==> config.mk <==
export PLATFORM = sky130hd
export DESIGN_NAME = ordered_list_insert_delete_search
export DESIGN_NICKNAME = d
export VERILOG_FILES = /design/src/rtl/olids_pkg.sv /design/src/rtl/olids_cell.sv /design/src/rtl/olids_scan.sv /design/src/rtl/ordered_list_insert_delete_search.sv
export VERILOG_INCLUDE_DIRS = /design/src /design/src/rtl
export SDC_FILE = /design/constraint.sdc
export NUM_CORES = 1
export LEC_CHECK = 0
export BUFFER_PORTS_ARGS = -buffer_cell sky130_fd_sc_hd__buf_4
export CAP_MARGIN = 0
export CORE_MARGIN = 2
export CORE_UTILIZATION = 30
export DETAILED_ROUTE_END_ITERATION = 6
export GPL_ROUTABILITY_DRIVEN = 1
export PLACE_DENSITY_LB_ADDON = 0.2
export SYNTH_ARGS = -nofsm -noshare
export SYNTH_HDL_FRONTEND = slang
export SYNTH_HIERARCHICAL = 1
export SYNTH_SLANG_ARGS = --single-unit
==> constraint.sdc <==
create_clock -name aclk -period 6.3 [get_ports aclk]
set_input_delay 0.63 -clock aclk [delete_from_list [all_inputs] [get_ports aclk]]
set_output_delay 0.63 -clock aclk [all_outputs]
set_load 0.02 [all_outputs]
==> src/rtl/ordered_list_insert_delete_search_defines.svh <==
// ----------------------------------------------------------------------------
// Assertion macros
// Shared concurrent assertion forms for the ordered list block.
// ----------------------------------------------------------------------------
`ifndef ORDERED_LIST_INSERT_DELETE_SEARCH_DEFINES_SVH
`define ORDERED_LIST_INSERT_DELETE_SEARCH_DEFINES_SVH

// Same-cycle implication, disabled while reset is asserted (active low).
`define OLIDS_ASSERT_IMPL(label, clk, rstn, ante, cons, msg) \
    label: assert property (@(posedge clk) disable iff (!(rstn)) (ante) |-> (cons)) \
        else $error(msg);

// Next-cycle implication, disabled while reset is asserted (active low).
`define OLIDS_ASSERT_NEXT(label, clk, rstn, ante, cons, msg) \
    label: assert property (@(posedge clk) disable iff (!(rstn)) (ante) |=> (cons)) \
        else $error(msg);

`endif

==> src/rtl/olids_pkg.sv <==
// ----------------------------------------------------------------------------
// olids_pkg
// Types and constants shared by the ordered list cells, scanner and top level.
// ----------------------------------------------------------------------------
package olids_pkg;

    localparam int ENTRY_W    = 32;  // width of one list entry
    localparam int POS_W      = 5;   // position, found position, count fields
    localparam int KIND_W     = 3;
    localparam int STAT_W     = 3;
    localparam int IDX_MAX_W  = 8;   // 0-based cell index, capacity up to 256
    localparam int CNT_MAX_W  = 9;   // 1-based position or count, up to 256
    localparam int S_TDATA_W  = 40;  // value, position, padded to bytes
    localparam int M_TDATA_W  = 16;  // status, found position, count, padded

    typedef enum logic [KIND_W-1:0] {
        KIND_INS_HEAD = 3'd0,
        KIND_INS_TAIL = 3'd1,
        KIND_INS_POS  = 3'd2,
        KIND_DEL_HEAD = 3'd3,
        KIND_DEL_TAIL = 3'd4,
        KIND_DEL_POS  = 3'd5,
        KIND_SEARCH   = 3'd6
    } kind_t;

    typedef enum logic [STAT_W-1:0] {
        STAT_OK       = 3'd0,
        STAT_EMPTY    = 3'd1,
        STAT_BADPOS   = 3'd2,
        STAT_FULL     = 3'd3,
        STAT_NOTFOUND = 3'd4
    } status_t;

    typedef enum logic [0:0] {
        ST_IDLE = 1'b0,
        ST_SCAN = 1'b1
    } state_t;

    // Broadcast to every cell: shift the row for an insert or a delete.
    typedef struct packed {
        logic                 ins;
        logic                 del;
        logic [IDX_MAX_W-1:0] idx;
    } cell_ctrl_t;

    // Scanner report toward the control.
    typedef struct packed {
        logic                 done;
        logic                 hit;
        logic [CNT_MAX_W-1:0] pos;
    } scan_res_t;

endpackage

==> src/rtl/olids_cell.sv <==
// ----------------------------------------------------------------------------
// olids_cell
// One list slot: holds an entry, shifts with its neighbors, compares.
// ----------------------------------------------------------------------------
module olids_cell #(
    parameter int INDEX = 0
) (
    input  logic                             aclk,
    input  olids_pkg::cell_ctrl_t            ctrl,
    input  logic [olids_pkg::ENTRY_W-1:0]    value_in,
    input  logic [olids_pkg::ENTRY_W-1:0]    left_in,
    input  logic [olids_pkg::ENTRY_W-1:0]    right_in,
    output logic [olids_pkg::ENTRY_W-1:0]    entry_out,
    output logic                             match_out
);

    logic [olids_pkg::ENTRY_W-1:0] entry_reg;
    logic [olids_pkg::ENTRY_W-1:0] entry_next;
    int                            idx_i;

    assign idx_i = int'(ctrl.idx);

    always_comb begin
        entry_next = entry_reg;
        priority if (ctrl.ins && (INDEX > idx_i)) begin
            entry_next = left_in;           // take the neighbor toward the head
        end else if (ctrl.ins && (INDEX == idx_i)) begin
            entry_next = value_in;          // land the new value here
        end else if (ctrl.del && (INDEX >= idx_i)) begin
            entry_next = right_in;          // close the gap from the tail side
        end else begin
            entry_next = entry_reg;         // hold
        end
    end

    always_ff @(posedge aclk) begin
        entry_reg <= entry_next;
    end

    assign entry_out = entry_reg;
    assign match_out = (entry_reg == value_in);

endmodule

==> src/rtl/olids_scan.sv <==
// ----------------------------------------------------------------------------
// olids_scan
// Walks the captured match vector one cell per cycle to find the first hit.
// ----------------------------------------------------------------------------
module olids_scan #(
    parameter int CAPACITY = 16
) (
    input  logic                  aclk,
    input  logic                  aresetn,
    input  logic                  load,
    input  logic [CAPACITY-1:0]   vec_in,
    input  logic [$clog2(CAPACITY)-1:0] last_in,
    input  logic                  ack,
    output olids_pkg::scan_res_t  res
);

    localparam int IW = $clog2(CAPACITY);

    logic                busy_reg, busy_next;
    logic [CAPACITY-1:0] vec_reg, vec_next;
    logic [IW-1:0]       idx_reg, idx_next;
    logic [IW-1:0]       last_reg, last_next;
    logic                done;

    assign done = busy_reg && (vec_reg[0] || (idx_reg == last_reg));

    always_comb begin
        busy_next = busy_reg;
        vec_next  = vec_reg;
        idx_next  = idx_reg;
        last_next = last_reg;
        priority if (load) begin
            busy_next = 1'b1;
            vec_next  = vec_in;
            idx_next  = '0;
            last_next = last_in;
        end else if (done) begin
            if (ack) begin
                busy_next = 1'b0;           // hold the answer until taken
            end
        end else if (busy_reg) begin
            vec_next = vec_reg >> 1;        // advance one cell
            idx_next = idx_reg + IW'(1);
        end else begin
            busy_next = busy_reg;           // idle: hold
        end
    end

    always_ff @(posedge aclk) begin
        if (!aresetn) begin
            busy_reg <= 1'b0;
        end else begin
            busy_reg <= busy_next;
        end
        vec_reg  <= vec_next;
        idx_reg  <= idx_next;
        last_reg <= last_next;
    end

    assign res.done = done;
    assign res.hit  = vec_reg[0];
    assign res.pos  = olids_pkg::CNT_MAX_W'(idx_reg) + olids_pkg::CNT_MAX_W'(1);

endmodule

==> src/rtl/ordered_list_insert_delete_search.sv <==
// Timing: insert, delete and unused kinds put their result beat in the output
//   register in the cycle after the input beat; a search's beat follows the scan.
// Throughput: one item per cycle while the result side keeps up; a search holds
//   input off until the first-match scan is done and its result is taken.
// Reset: aresetn (synchronous, active low) clears the count, the state machine
//   and the output valid; entries stay undefined and need no clearing pass.
// ----------------------------------------------------------------------------
// ordered_list_insert_delete_search
// Ordered list of signed 32-bit values kept in a row of shifting cells, with
// insert, delete and first-match search on a stream interface.
// ----------------------------------------------------------------------------
`include "ordered_list_insert_delete_search_defines.svh"

module ordered_list_insert_delete_search #(
    parameter int CAPACITY = 16
) (
    input  logic                              aclk,
    input  logic                              aresetn,
    // input beat
    input  logic                              s_tvalid,
    output logic                              s_tready,
    // [31:0] value, [36:32] position, [39:37] zero
    input  logic [olids_pkg::S_TDATA_W-1:0]   s_tdata,
    // [2:0] kind
    input  logic [olids_pkg::KIND_W-1:0]      s_tuser,
    // result beat
    output logic                              m_tvalid,
    input  logic                              m_tready,
    // [2:0] status, [7:3] found_position, [12:8] entry_count, [15:13] zero
    output logic [olids_pkg::M_TDATA_W-1:0]   m_tdata
);

    localparam int CW = $clog2(CAPACITY + 1);          // count width
    localparam int IW = $clog2(CAPACITY);              // cell index width
    localparam int PW = ((CW > olids_pkg::POS_W) ? CW : olids_pkg::POS_W) + 1;

    // ------------------------------------------------------------------
    // Input fields
    // ------------------------------------------------------------------
    logic                              s_fire;
    logic [olids_pkg::ENTRY_W-1:0]     in_value;
    logic [olids_pkg::POS_W-1:0]       in_pos;
    logic [PW-1:0]                     pos_ext;
    logic [PW-1:0]                     cnt_ext;

    assign s_fire   = s_tvalid && s_tready;
    assign in_value = s_tdata[olids_pkg::ENTRY_W-1:0];
    assign in_pos   = s_tdata[olids_pkg::ENTRY_W +: olids_pkg::POS_W];
    assign pos_ext  = PW'(in_pos);

    // ------------------------------------------------------------------
    // State
    // ------------------------------------------------------------------
    olids_pkg::state_t                 state_reg, state_next;
    logic [CW-1:0]                     count_reg, count_next;
    logic                              m_valid_reg, m_valid_next;
    olids_pkg::status_t                m_status_reg, m_status_next;
    logic [olids_pkg::POS_W-1:0]       m_found_reg, m_found_next;
    logic [olids_pkg::POS_W-1:0]       m_count_reg, m_count_next;

    assign cnt_ext = PW'(count_reg);

    // ------------------------------------------------------------------
    // Decode: pick the target cell and the immediate status
    // ------------------------------------------------------------------
    logic                  ins_ok;
    logic                  del_ok;
    logic                  srch_scan;
    logic [IW-1:0]         tgt_idx;
    olids_pkg::status_t    imm_status;
    logic                  list_empty;
    logic                  list_full;

    assign list_empty = (count_reg == '0);
    assign list_full  = (count_reg == CW'(CAPACITY));

    always_comb begin
        ins_ok     = 1'b0;
        del_ok     = 1'b0;
        srch_scan  = 1'b0;
        tgt_idx    = '0;
        imm_status = olids_pkg::STAT_OK;
        unique case (s_tuser)
            olids_pkg::KIND_INS_HEAD,
            olids_pkg::KIND_INS_TAIL,
            olids_pkg::KIND_INS_POS: begin
                // full list wins over a bad position
                priority if (list_full) begin
                    imm_status = olids_pkg::STAT_FULL;
                end else if (list_empty || (s_tuser == olids_pkg::KIND_INS_HEAD)) begin
                    ins_ok = 1'b1;
                end else if (s_tuser == olids_pkg::KIND_INS_TAIL) begin
                    ins_ok  = 1'b1;
                    tgt_idx = count_reg[IW-1:0];
                end else if (pos_ext <= PW'(1)) begin
                    ins_ok = 1'b1;
                end else if (pos_ext <= (cnt_ext + PW'(1))) begin
                    ins_ok  = 1'b1;
                    tgt_idx = IW'(pos_ext - PW'(1));
                end else begin
                    imm_status = olids_pkg::STAT_BADPOS;
                end
            end
            olids_pkg::KIND_DEL_HEAD,
            olids_pkg::KIND_DEL_TAIL,
            olids_pkg::KIND_DEL_POS: begin
                priority if (list_empty) begin
                    imm_status = olids_pkg::STAT_EMPTY;
                end else if (s_tuser == olids_pkg::KIND_DEL_HEAD) begin
                    del_ok = 1'b1;
                end else if (s_tuser == olids_pkg::KIND_DEL_TAIL) begin
                    del_ok  = 1'b1;
                    tgt_idx = IW'(count_reg - CW'(1));
                end else if (pos_ext <= PW'(1)) begin
                    del_ok = 1'b1;
                end else if (pos_ext <= cnt_ext) begin
                    del_ok  = 1'b1;
                    tgt_idx = IW'(pos_ext - PW'(1));
                end else begin
                    imm_status = olids_pkg::STAT_BADPOS;
                end
            end
            olids_pkg::KIND_SEARCH: begin
                if (list_empty) begin
                    imm_status = olids_pkg::STAT_EMPTY;
                end else begin
                    srch_scan = 1'b1;       // answer comes from the scanner
                end
            end
            default: begin
                // unused kind: no operation, status ok
            end
        endcase
    end

    // ------------------------------------------------------------------
    // Cell row
    // ------------------------------------------------------------------
    olids_pkg::cell_ctrl_t             cell_ctrl;
    logic [olids_pkg::ENTRY_W-1:0]     entry_w [CAPACITY];
    logic [CAPACITY-1:0]               match_w;
    logic [CAPACITY-1:0]               match_live;

    assign cell_ctrl.ins = s_fire && ins_ok;
    assign cell_ctrl.del = s_fire && del_ok;
    assign cell_ctrl.idx = olids_pkg::IDX_MAX_W'(tgt_idx);

    for (genvar gi = 0; gi < CAPACITY; gi++) begin : g_cell
        // end cells feed themselves where no neighbor exists; the tail cell
        // keeps its own entry on a delete
        olids_cell #(
            .INDEX (gi)
        ) u_cell (
            .aclk      (aclk),
            .ctrl      (cell_ctrl),
            .value_in  (in_value),
            .left_in   (entry_w[(gi == 0) ? 0 : gi - 1]),
            .right_in  (entry_w[(gi == CAPACITY - 1) ? gi : gi + 1]),
            .entry_out (entry_w[gi]),
            .match_out (match_w[gi])
        );
        // only cells inside the list may match
        assign match_live[gi] = match_w[gi] && (CW'(gi) < count_reg);
    end

    // ------------------------------------------------------------------
    // First-match scanner
    // ------------------------------------------------------------------
    logic                  out_free;
    olids_pkg::scan_res_t  scan_res;

    assign out_free = !m_valid_reg || m_tready;

    olids_scan #(
        .CAPACITY (CAPACITY)
    ) u_scan (
        .aclk    (aclk),
        .aresetn (aresetn),
        .load    (s_fire && srch_scan),
        .vec_in  (match_live),
        .last_in (IW'(count_reg - CW'(1))),
        .ack     (out_free),
        .res     (scan_res)
    );

    // ------------------------------------------------------------------
    // State machine: next state
    // ------------------------------------------------------------------
    always_comb begin
        state_next = state_reg;
        unique case (state_reg)
            olids_pkg::ST_IDLE: begin
                if (s_fire && srch_scan) begin
                    state_next = olids_pkg::ST_SCAN;
                end
            end
            olids_pkg::ST_SCAN: begin
                if (scan_res.done && out_free) begin
                    state_next = olids_pkg::ST_IDLE;
                end
            end
            default: begin
                state_next = olids_pkg::ST_IDLE;
            end
        endcase
    end

    // State machine: outputs
    always_comb begin
        s_tready = 1'b0;
        unique case (state_reg)
            olids_pkg::ST_IDLE: s_tready = out_free;
            olids_pkg::ST_SCAN: s_tready = 1'b0;
            default:            s_tready = 1'b0;
        endcase
    end

    // ------------------------------------------------------------------
    // Count and output register
    // ------------------------------------------------------------------
    always_comb begin
        count_next = count_reg;
        if (cell_ctrl.ins) begin
            count_next = count_reg + CW'(1);
        end else if (cell_ctrl.del) begin
            count_next = count_reg - CW'(1);
        end
    end

    always_comb begin
        m_valid_next  = m_valid_reg;
        m_status_next = m_status_reg;
        m_found_next  = m_found_reg;
        m_count_next  = m_count_reg;
        priority if (s_fire && !srch_scan) begin
            m_valid_next  = 1'b1;
            m_status_next = imm_status;
            m_found_next  = '0;
            m_count_next  = olids_pkg::POS_W'(count_next);
        end else if ((state_reg == olids_pkg::ST_SCAN) && scan_res.done && out_free) begin
            m_valid_next  = 1'b1;
            m_status_next = scan_res.hit ? olids_pkg::STAT_OK : olids_pkg::STAT_NOTFOUND;
            m_found_next  = scan_res.hit ? olids_pkg::POS_W'(scan_res.pos) : '0;
            m_count_next  = olids_pkg::POS_W'(count_reg);
        end else if (m_tready) begin
            m_valid_next  = 1'b0;           // drop the beat once taken
        end else begin
            m_valid_next  = m_valid_reg;    // hold the beat until taken
        end
    end

    always_ff @(posedge aclk) begin
        if (!aresetn) begin
            state_reg   <= olids_pkg::ST_IDLE;
            count_reg   <= '0;
            m_valid_reg <= 1'b0;
        end else begin
            state_reg   <= state_next;
            count_reg   <= count_next;
            m_valid_reg <= m_valid_next;
        end
        m_status_reg <= m_status_next;
        m_found_reg  <= m_found_next;
        m_count_reg  <= m_count_next;
    end

    assign m_tvalid = m_valid_reg;
    assign m_tdata  = {3'b000, m_count_reg, m_found_reg, m_status_reg};

    // ------------------------------------------------------------------
    // Assertions
    // ------------------------------------------------------------------
    `OLIDS_ASSERT_IMPL(a_count_range, aclk, aresetn, 1'b1, count_reg <= CW'(CAPACITY), "olids: count above capacity")
    `OLIDS_ASSERT_NEXT(a_full_hold, aclk, aresetn, s_fire && list_full && ((s_tuser == olids_pkg::KIND_INS_HEAD) || (s_tuser == olids_pkg::KIND_INS_TAIL) || (s_tuser == olids_pkg::KIND_INS_POS)), count_reg == $past(count_reg), "olids: insert into full list changed count")
    `OLIDS_ASSERT_IMPL(a_hit_in_list, aclk, aresetn, (state_reg == olids_pkg::ST_SCAN) && scan_res.done && scan_res.hit, scan_res.pos <= olids_pkg::CNT_MAX_W'(count_reg), "olids: search hit beyond list end")

endmodule

; After elaboration in Yosys (flattened, before gate mapping)
; Cells that the tools add are included.
[classes]
add_sub_neg = 6
magnitude_cmp = 50
n_eq_ne = 40
muxes = 104
bitwise_logic = 3
reduce_logical = 107
[op_table]
columns = op, count
row1 = 2-to-1 mux 32 bit, 46
row2 = == test 32 bit, 16
row3 = logical AND 1 bit, 72
row4 = 2-to-1 mux 16 bit, 3
row5 = nonzero test 3 bit, 15
row6 = < comparator 4 x 5 -> 1 bit (first input constant), 8
row7 = 2-to-1 mux 4 bit, 10
row8 = == test 4 bit (first input constant), 8
row9 = greater-than comparator 4 bit (first input constant), 8
row10 = logical NOT 32 bit, 1
row11 = greater-or-equal comparator 4 bit (first input constant), 7
row12 = 2-to-1 mux 5 bit, 5
row13 = 2-to-1 mux 1 bit, 23
row14 = < comparator 3 x 5 -> 1 bit (first input constant), 4
row15 = 2-to-1 mux 2 bit, 10
row16 = == test 3 x 4 -> 1 bit (first input constant), 4
row17 = greater-or-equal comparator 3 x 4 -> 1 bit (first input constant), 4
row18 = greater-than comparator 3 x 4 -> 1 bit (first input constant), 4
row19 = nonzero test 2 bit, 6
row20 = < comparator 1 x 5 -> 1 bit (first input constant), 2
row21 = < comparator 2 x 5 -> 1 bit (first input constant), 2
row22 = == test 3 bit (second input constant), 3
row23 = 2-to-1 mux 3 bit, 3
row24 = == test 2 x 4 -> 1 bit (first input constant), 2
row25 = other kinds (29), 44
[word_totals]
ff_bits = 557
out_inout_bits = 18
word_cells = 336

; Longest topological paths before layout
; Gate-level depths: netlist of run 1.
[logic_depth]
word_depth = 13
ltp_mapped = 17
mapped_depth_nobuf = 14

; Modules after synthesis
; The synthesis of run 1 kept the hierarchy.
[modules_own_cells]
columns = module, instances, cells_each, area_each_um2
row1 = olids_cell (g_cell[4].u_cell), 1, 204, 2367.3
row2 = olids_cell (g_cell[14].u_cell), 1, 192, 2296.0
row3 = olids_cell (g_cell[8].u_cell), 1, 198, 2252.2
row4 = olids_cell (g_cell[1].u_cell), 1, 150, 2235.9
row5 = olids_cell (g_cell[13].u_cell), 1, 160, 2228.4
row6 = olids_cell (g_cell[2].u_cell), 1, 195, 2200.9
row7 = olids_cell (g_cell[7].u_cell), 1, 186, 2180.8
row8 = olids_cell (g_cell[3].u_cell), 1, 186, 2143.3
row9 = olids_cell (g_cell[6].u_cell), 1, 162, 2128.3
row10 = olids_cell (g_cell[9].u_cell), 1, 161, 2124.5
row11 = olids_cell (g_cell[5].u_cell), 1, 160, 2113.3
row12 = olids_cell (g_cell[10].u_cell), 1, 191, 2068.2
row13 = olids_cell (g_cell[15].u_cell), 1, 184, 2057.0
row14 = olids_cell (g_cell[11].u_cell), 1, 157, 2014.4
row15 = +4 rows, --, --, --

; Least setup slack after synthesis of run 1
; No wires, ideal clock.
[synth_timing]
path_kind = reg-to-reg
startpoint = register count_reg[4]
endpoint = register g_cell[6].u_cell.entry_reg (netlist bit g_cell[6].u_cell/entry_out[0]), enable pin
setup_ps = 470
t_arrival_ps = 6126
required_time_ps = 5830
path_slack_ps = -296
path_stages_with_launch = 15
cell_sequence = dfxtp_1 clkbuf_1 clkinv_1 xnor2_1 ha_1 and3_1 a32o_1 a31oi_1 or3_1 a2bb2oi_1 o22ai_1 and2_1 buf_2 clkbuf_1 a211oi_1
[synth_rtl]
columns = item, line
row1 = from (decl), ordered_list_insert_delete_search.sv:55  ; logic [CW-1:0] count_reg, count_next;
row2 = from (signal assigned), ordered_list_insert_delete_search.sv:259  ; count_reg <= count_next;
row3 = to (signal assigned), olids_cell.sv:37  ; entry_reg <= entry_next;
row4 = to (decl), olids_cell.sv:17  ; logic [olids_pkg::ENTRY_W-1:0] entry_reg;

==> results of run 1 <==
[cell type report]
type / count / area, um^2 / share of cell area (%)
Sequential cell: 557 / 16560 / 40.01
Timing Repair Buffer: 139 / 1094 / 2.643
Inverter: 16 / 60.06 / 0.1451
Clock inverter: 30 / 335.3 / 0.8104
Multi-Input combinational cell: 2334 / 19390 / 46.87
Clock buffer: 90 / 1891 / 4.569
Tap cell: 1637 / 2048 / 4.950
[metrics by stage]
stage	hold slack [ns]	power, uW	instance area (um^2)
final	0.2624	9096	41380
after global routing	0.2535	9380	41380
after CTS	0.2213	9174	41380
after detailed placement	0.4460	5081	39150
after global placement	0.4442	5076	39150
after floorplan	0.5058	4690	37390
[worst min-delay path by stage]
| stage | depth (start not counted) | slack (ns) | to | start |
|---|---|---|---|---|
| finish | 2 | 0.26 | m_tvalid | aresetn |
| global route | 2 | 0.25 | u_scan/busy_reg | aresetn |
| CTS | 2 | 0.22 | m_tvalid | aresetn |
| detailed placement | 2 | 0.45 | m_found_reg[3] | m_found_reg[3] |
| global placement | 2 | 0.44 | m_found_reg[4] | m_found_reg[4] |
| floorplan | 2 | 0.51 | state_reg | state_reg |
[power by group through the flow]
stage / Combinational (uW) / Clock (uW) / Sequential [uW]
3_5_place_dp: 860 / 0 / 4220
2_1_floorplan: 494 / 0 / 4200
5_1_grt: 932 / 4300 / 4150
6_report: 871 / 4080 / 4140
4_1_cts: 863 / 4170 / 4140
3_3_place_gp: 854 / 0 / 4220
[routing by layer]
metal  part of all wire [%]  track usage, %  up-vias  routed length, um
met2                     44           31.47     1058              60050
met5                 0.0095               0        -                 13
met1                     48           31.45    13830              64940
met3                    6.1           2.750      187               8346
li1                       -               -    11970                  -
met4                    2.4           5.612        2               3265
[worst reg2reg max path, cell delays in order, from the launching register on]
cell	delay, ns
dfxtp_1	0.62
inv_1	0.21
ha_1	0.35
inv_1	0.14
ha_1	0.26
nor2b_1	0.13
o21ai_0	0.16
a31oi_1	0.22
or3_1	0.48
a2bb2oi_1	0.19
o22ai_4	0.55
buf_4	0.39
and4bb_2	0.30
nand3_4	0.52
mux2i_1	0.43
a21oi_1	0.10
==> impl_metrics.ini, run 1 <==
[outcome]
outcome = finished clean

[die]
core_area_mm2 = 0.1233
die_x_um = 355.8
dieArea_mm2 = 0.1266
initial_utilization_pct = 30.10
die_h_um = 355.8
ios = 65
std_cell_rows = 129

[layout]
diodes = 0
fillers = 12460
syn2layout_area_growth_pct = 11.47
layout_commonest_cell = edfxtp_1
final_layout_size_suffix_gt1_share_pct = 23.72
stdcell_count = 4803
fin_util_pct = 33.55
mostFrequentLayoutCells = 540 x edfxtp_1, 514 x xor2_1, 238 x o22ai_1, 194 x nor2_1, 135 x buf_4
largest_reg_flops = 512
nNetsFinal = 3179

[sta]
fin_worst_skew_ns = 0.01775
slew_viol_final = 0
fin_ws_ns = 0.9645
slew_headroom_pct = 28.93
post-route-period-util_pct = 84.69
setup_violations = 0
rsz0062_at_grt = no
finalSetupTns_ns = 0
timing.final.crit_period_ns = 5.335
hold_violations = 0
worst_pin_slew_ns = 1.062
fmax_mhz = 187.4

[worst_setup_path]
cp_num_buf_inv = 3
cp_top_family = simple AND/OR/NAND/NOR gates
crit_chain = inv_1, ha_1, inv_1, ha_1, nor2b_1, o21ai_0, a31oi_1, or3_1, a2bb2oi_1, o22ai_4, buf_4, and4bb_2, nand3_4, mux2i_1, a21oi_1
timing.rr.start = count_reg[0]
cpMaxStageDelayCell = dfxtp_1
arrival_ns = 5.67
cp-startpoint = count_reg[0]
reg2reg_to = g_cell[10].u_cell/entry_out[28]
startpoint_type = flop
cp.depth = 15
crit_required_ns = 6.64
max_stage_delay_ns = 0.62
worstSetupPathType = reg -> reg
rrSetupSlack_ns = 0.96
worst_setup_path_end_kind = flop
r2r_cells = 15
cp_max_fo = 32
cp-endpoint = g_cell[10].u_cell/entry_out[28]

[placed_design]
place_congestion = 0.8546
dp.cells = 4683
hpwl_um = 92580
portBuffers = 58
post-place-ws_ns = 1.014

[power_and_ir_drop]
comb_power_share_pct = 9.6
p_sw_uw = 2303
internal_power_uw = 6793
p_seq_share_pct = 45.5
static-leakage-power_uw = 0.01475
peakVddDrop_mv = 0.1746
pwr-share-clk_pct = 44.9
cellPowerDensity_mw_per_mm2 = 219.8
sw_frac_of_total_pct = 25.32

[clock_network]
clock_path_buffers = 3
cts_tree = done
clk_latency_ns = 0.63
root_buffer = clkbuf_16
clock_sinks = 557
postCtsSetupBuffers = 0
path_clk_slew_ns = 0.06
hold_buffers = 0
post_cts_resized = 0
cts_buffers = 68
htree_num_levels = 3

[global_route]
grt_pass1_wl_um = 195600
grt-ovfl-total = 0
grt_util_all_layers_pct = 20.98
grt_pass1_vias = 26110
antenna_found_initial = 4
grt_max_degree = 65

[flow_run]
maxCapViolCount = 0

[route]
firstDrtPassIters = 7
via_count = 27050
drt-total-wl_um = 136600
avgViaCountPerCell = 5.631
antenna_left = 0
wl_per_cell_um = 28.44
drc = 0
first_iter_violations = 2907

[synth]
syn_inst = 3042
syn_area_mm2 = 0.03712
syn_avg_cell_area_um2 = 12.20
yosys_warnings = 6

[worst_hold_path]
holdCritPathClass = in -> reg
(Power assumes the default switching activity.)
==> inputs of run 2 (changes only) <==
- ABC_AREA: not set -> 1
- clock period: 6.3 -> 4.33 ns (I/O delays scaled with it)
==> run 2 against run 1 <==
  * Combinational power is 78% higher
  * Synthesized area is 21% higher
  * Worst setup slack worse by 0.74 ns
  * Sequential power is 45% higher
  * Routed wire length is 14% higher
  * Critical path type unchanged
  * Final area is 20% higher
  * Critical path depth is 8 higher
  * Clock skew is 0.0032 ns higher
==> impl_metrics.ini, run 2 <==
[outcome]
outcome = finished clean

[synth]
syn_avg_cell_area_um2 = 6.405
syn_inst = 6996
syn_area_mm2 = 0.04481
yosys_warnings = 6

[placed_design]
portBuffers = 58
place_congestion = 0.8724
post-place-ws_ns = -0.2290
hpwl_um = 110000

[worst_setup_path]
worst_setup_path_end_kind = flop
arrival_ns = 4.60
reg2reg_to = g_cell[7].u_cell/entry_out[10]
crit_required_ns = 4.82
r2r_cells = 23
cp_max_fo = 20
cp-endpoint = g_cell[7].u_cell/entry_out[10]
worstSetupPathType = reg -> reg
rrSetupSlack_ns = 0.22
timing.rr.start = count_reg[0]
cp-startpoint = count_reg[0]
startpoint_type = flop

[route]
via_count = 42580
firstDrtPassIters = 6
drt-total-wl_um = 155500
avgViaCountPerCell = 4.700
drc = 0
first_iter_violations = 3259
antenna_left = 0
wl_per_cell_um = 17.17

[die]
ios = 65
die_h_um = 390.5
initial_utilization_pct = 30.27
die_x_um = 390.5
dieArea_mm2 = 0.1525
core_area_mm2 = 0.1480
std_cell_rows = 141

[layout]
final_layout_size_suffix_gt1_share_pct = 8.038
syn2layout_area_growth_pct = 11.17
mostFrequentLayoutCells = 2998 x nand2_1, 1417 x inv_1, 572 x nand3_1, 567 x nor2_1, 540 x edfxtp_1
nNetsFinal = 7140
largest_reg_flops = 512
layout_commonest_cell = nand2_1
fin_util_pct = 33.65

[power_and_ir_drop]
peakVddDrop_mv = 0.2700
static-leakage-power_uw = 0.02699
cellPowerDensity_mw_per_mm2 = 270.5

[flow_run]
maxCapViolCount = 0

[clock_network]
cts_buffers = 69
clk_latency_ns = 0.65
clock_path_buffers = 3
cts_tree = done
path_clk_slew_ns = 0.06
clock_sinks = 557
root_buffer = clkbuf_16
htree_num_levels = 3

[sta]
post-route-period-util_pct = 94.83
slew_headroom_pct = 40.67
hold_violations = 0
finalSetupTns_ns = 0
rsz0062_at_grt = no
timing.final.crit_period_ns = 4.106
fmax_mhz = 243.5
slew_viol_final = 0
setup_violations = 0
fin_ws_ns = 0.2238
fin_worst_skew_ns = 0.02097
worst_pin_slew_ns = 0.8867

[worst_hold_path]
holdCritPathClass = in -> reg

[global_route]
antenna_found_initial = 3
grt-ovfl-total = 0
grt_pass1_vias = 40270
grt_max_degree = 101
grt_util_all_layers_pct = 19.88
grt_pass1_wl_um = 236100
[run 2: critical path, cell delays in order, from the launching register on]
cell,delay [ns]
dfxtp_1,0.47
inv_1,0.10
ha_1,0.38
inv_1,0.08
ha_1,0.30
nand2_1,0.05
nand2_1,0.06
nand2_1,0.05
nand2_1,0.05
nand2_1,0.04
nand2_1,0.11
nand2_1,0.10
nand2_1,0.13
o22ai_1,0.09
nand2_1,0.08
nand2_2,0.21
buf_4,0.25
inv_2,0.08
nand2_4,0.06
nor2_8,0.35
nand3_2,0.50
nand2_1,0.23
nand3_2,0.09
o21ai_2,0.06
[run 2: worst min-delay path by stage]
stage	startpoint	to	slack [ns]	cells after the start
2_1_floorplan	u_scan/vec_reg[1]	u_scan/vec_reg[0]	0.49	2
3_3_place_gp	m_found_reg[3]	m_found_reg[3]	0.47	2
3_5_place_dp	m_found_reg[3]	m_found_reg[3]	0.46	2
4_1_cts	m_tready	m_tvalid	0.20	6
5_1_grt	m_tready	m_tvalid	0.28	6
6_report	m_tready	u_scan/busy_reg	0.25	8
[run 2: repair_timing]
action	4_1_cts	5_1_grt
buffers inserted	0	16
pin swaps	2	8
hold endpoints to repair	2	0
hold buffers	1	0
gates resized for setup	1	21
gates cloned	2	2
endpoints found under the setup margin	91	626
[run 2: area by class of cell]
cell class | instances | area, um^2
inverters | 1436 | 5425
clock buffers | 89 | 1887
multi-input cells | 4827 | 21570
fillers | 16260 | 98200
repair buffers | 186 | 1648
clock inverters | 34 | 305.3
diodes | 1 | 2.502
well taps | 1930 | 2415
flip-flops and latches | 557 | 16560
[run 2: through the flow]
step	cell area (um^2)	cells	hold slack, ns	total power, uW
3_3_place_gp	47360	8915	0.4679	7636
4_1_cts	49580	9041	0.2005	13630
5_1_grt	49810	9059	0.2815	14020
2_1_floorplan	45110	7062	0.4874	7063
3_5_place_dp	47360	8915	0.4622	7657
6_report	49810	9060	0.2482	13480
[run 2: where the power goes]
part	internal [uW]	switching (uW)	leakage, uW
Sequential	5930	78.5	0.00501
Combinational	436	1120	0.0209
Clock	3420	2490	0.00108
Total	9790	3680	0.0270
[run 2: per-layer routing]
metal | track usage (%) | vias up | wire [um]
li1 | - | 21290 | -
met1 | 25.95 | 20010 | 67960
met2 | 34.13 | 1074 | 74290
met3 | 3.328 | 202 | 9670
met4 | 4.612 | 0 | 3614
met5 | 0 | - | 0
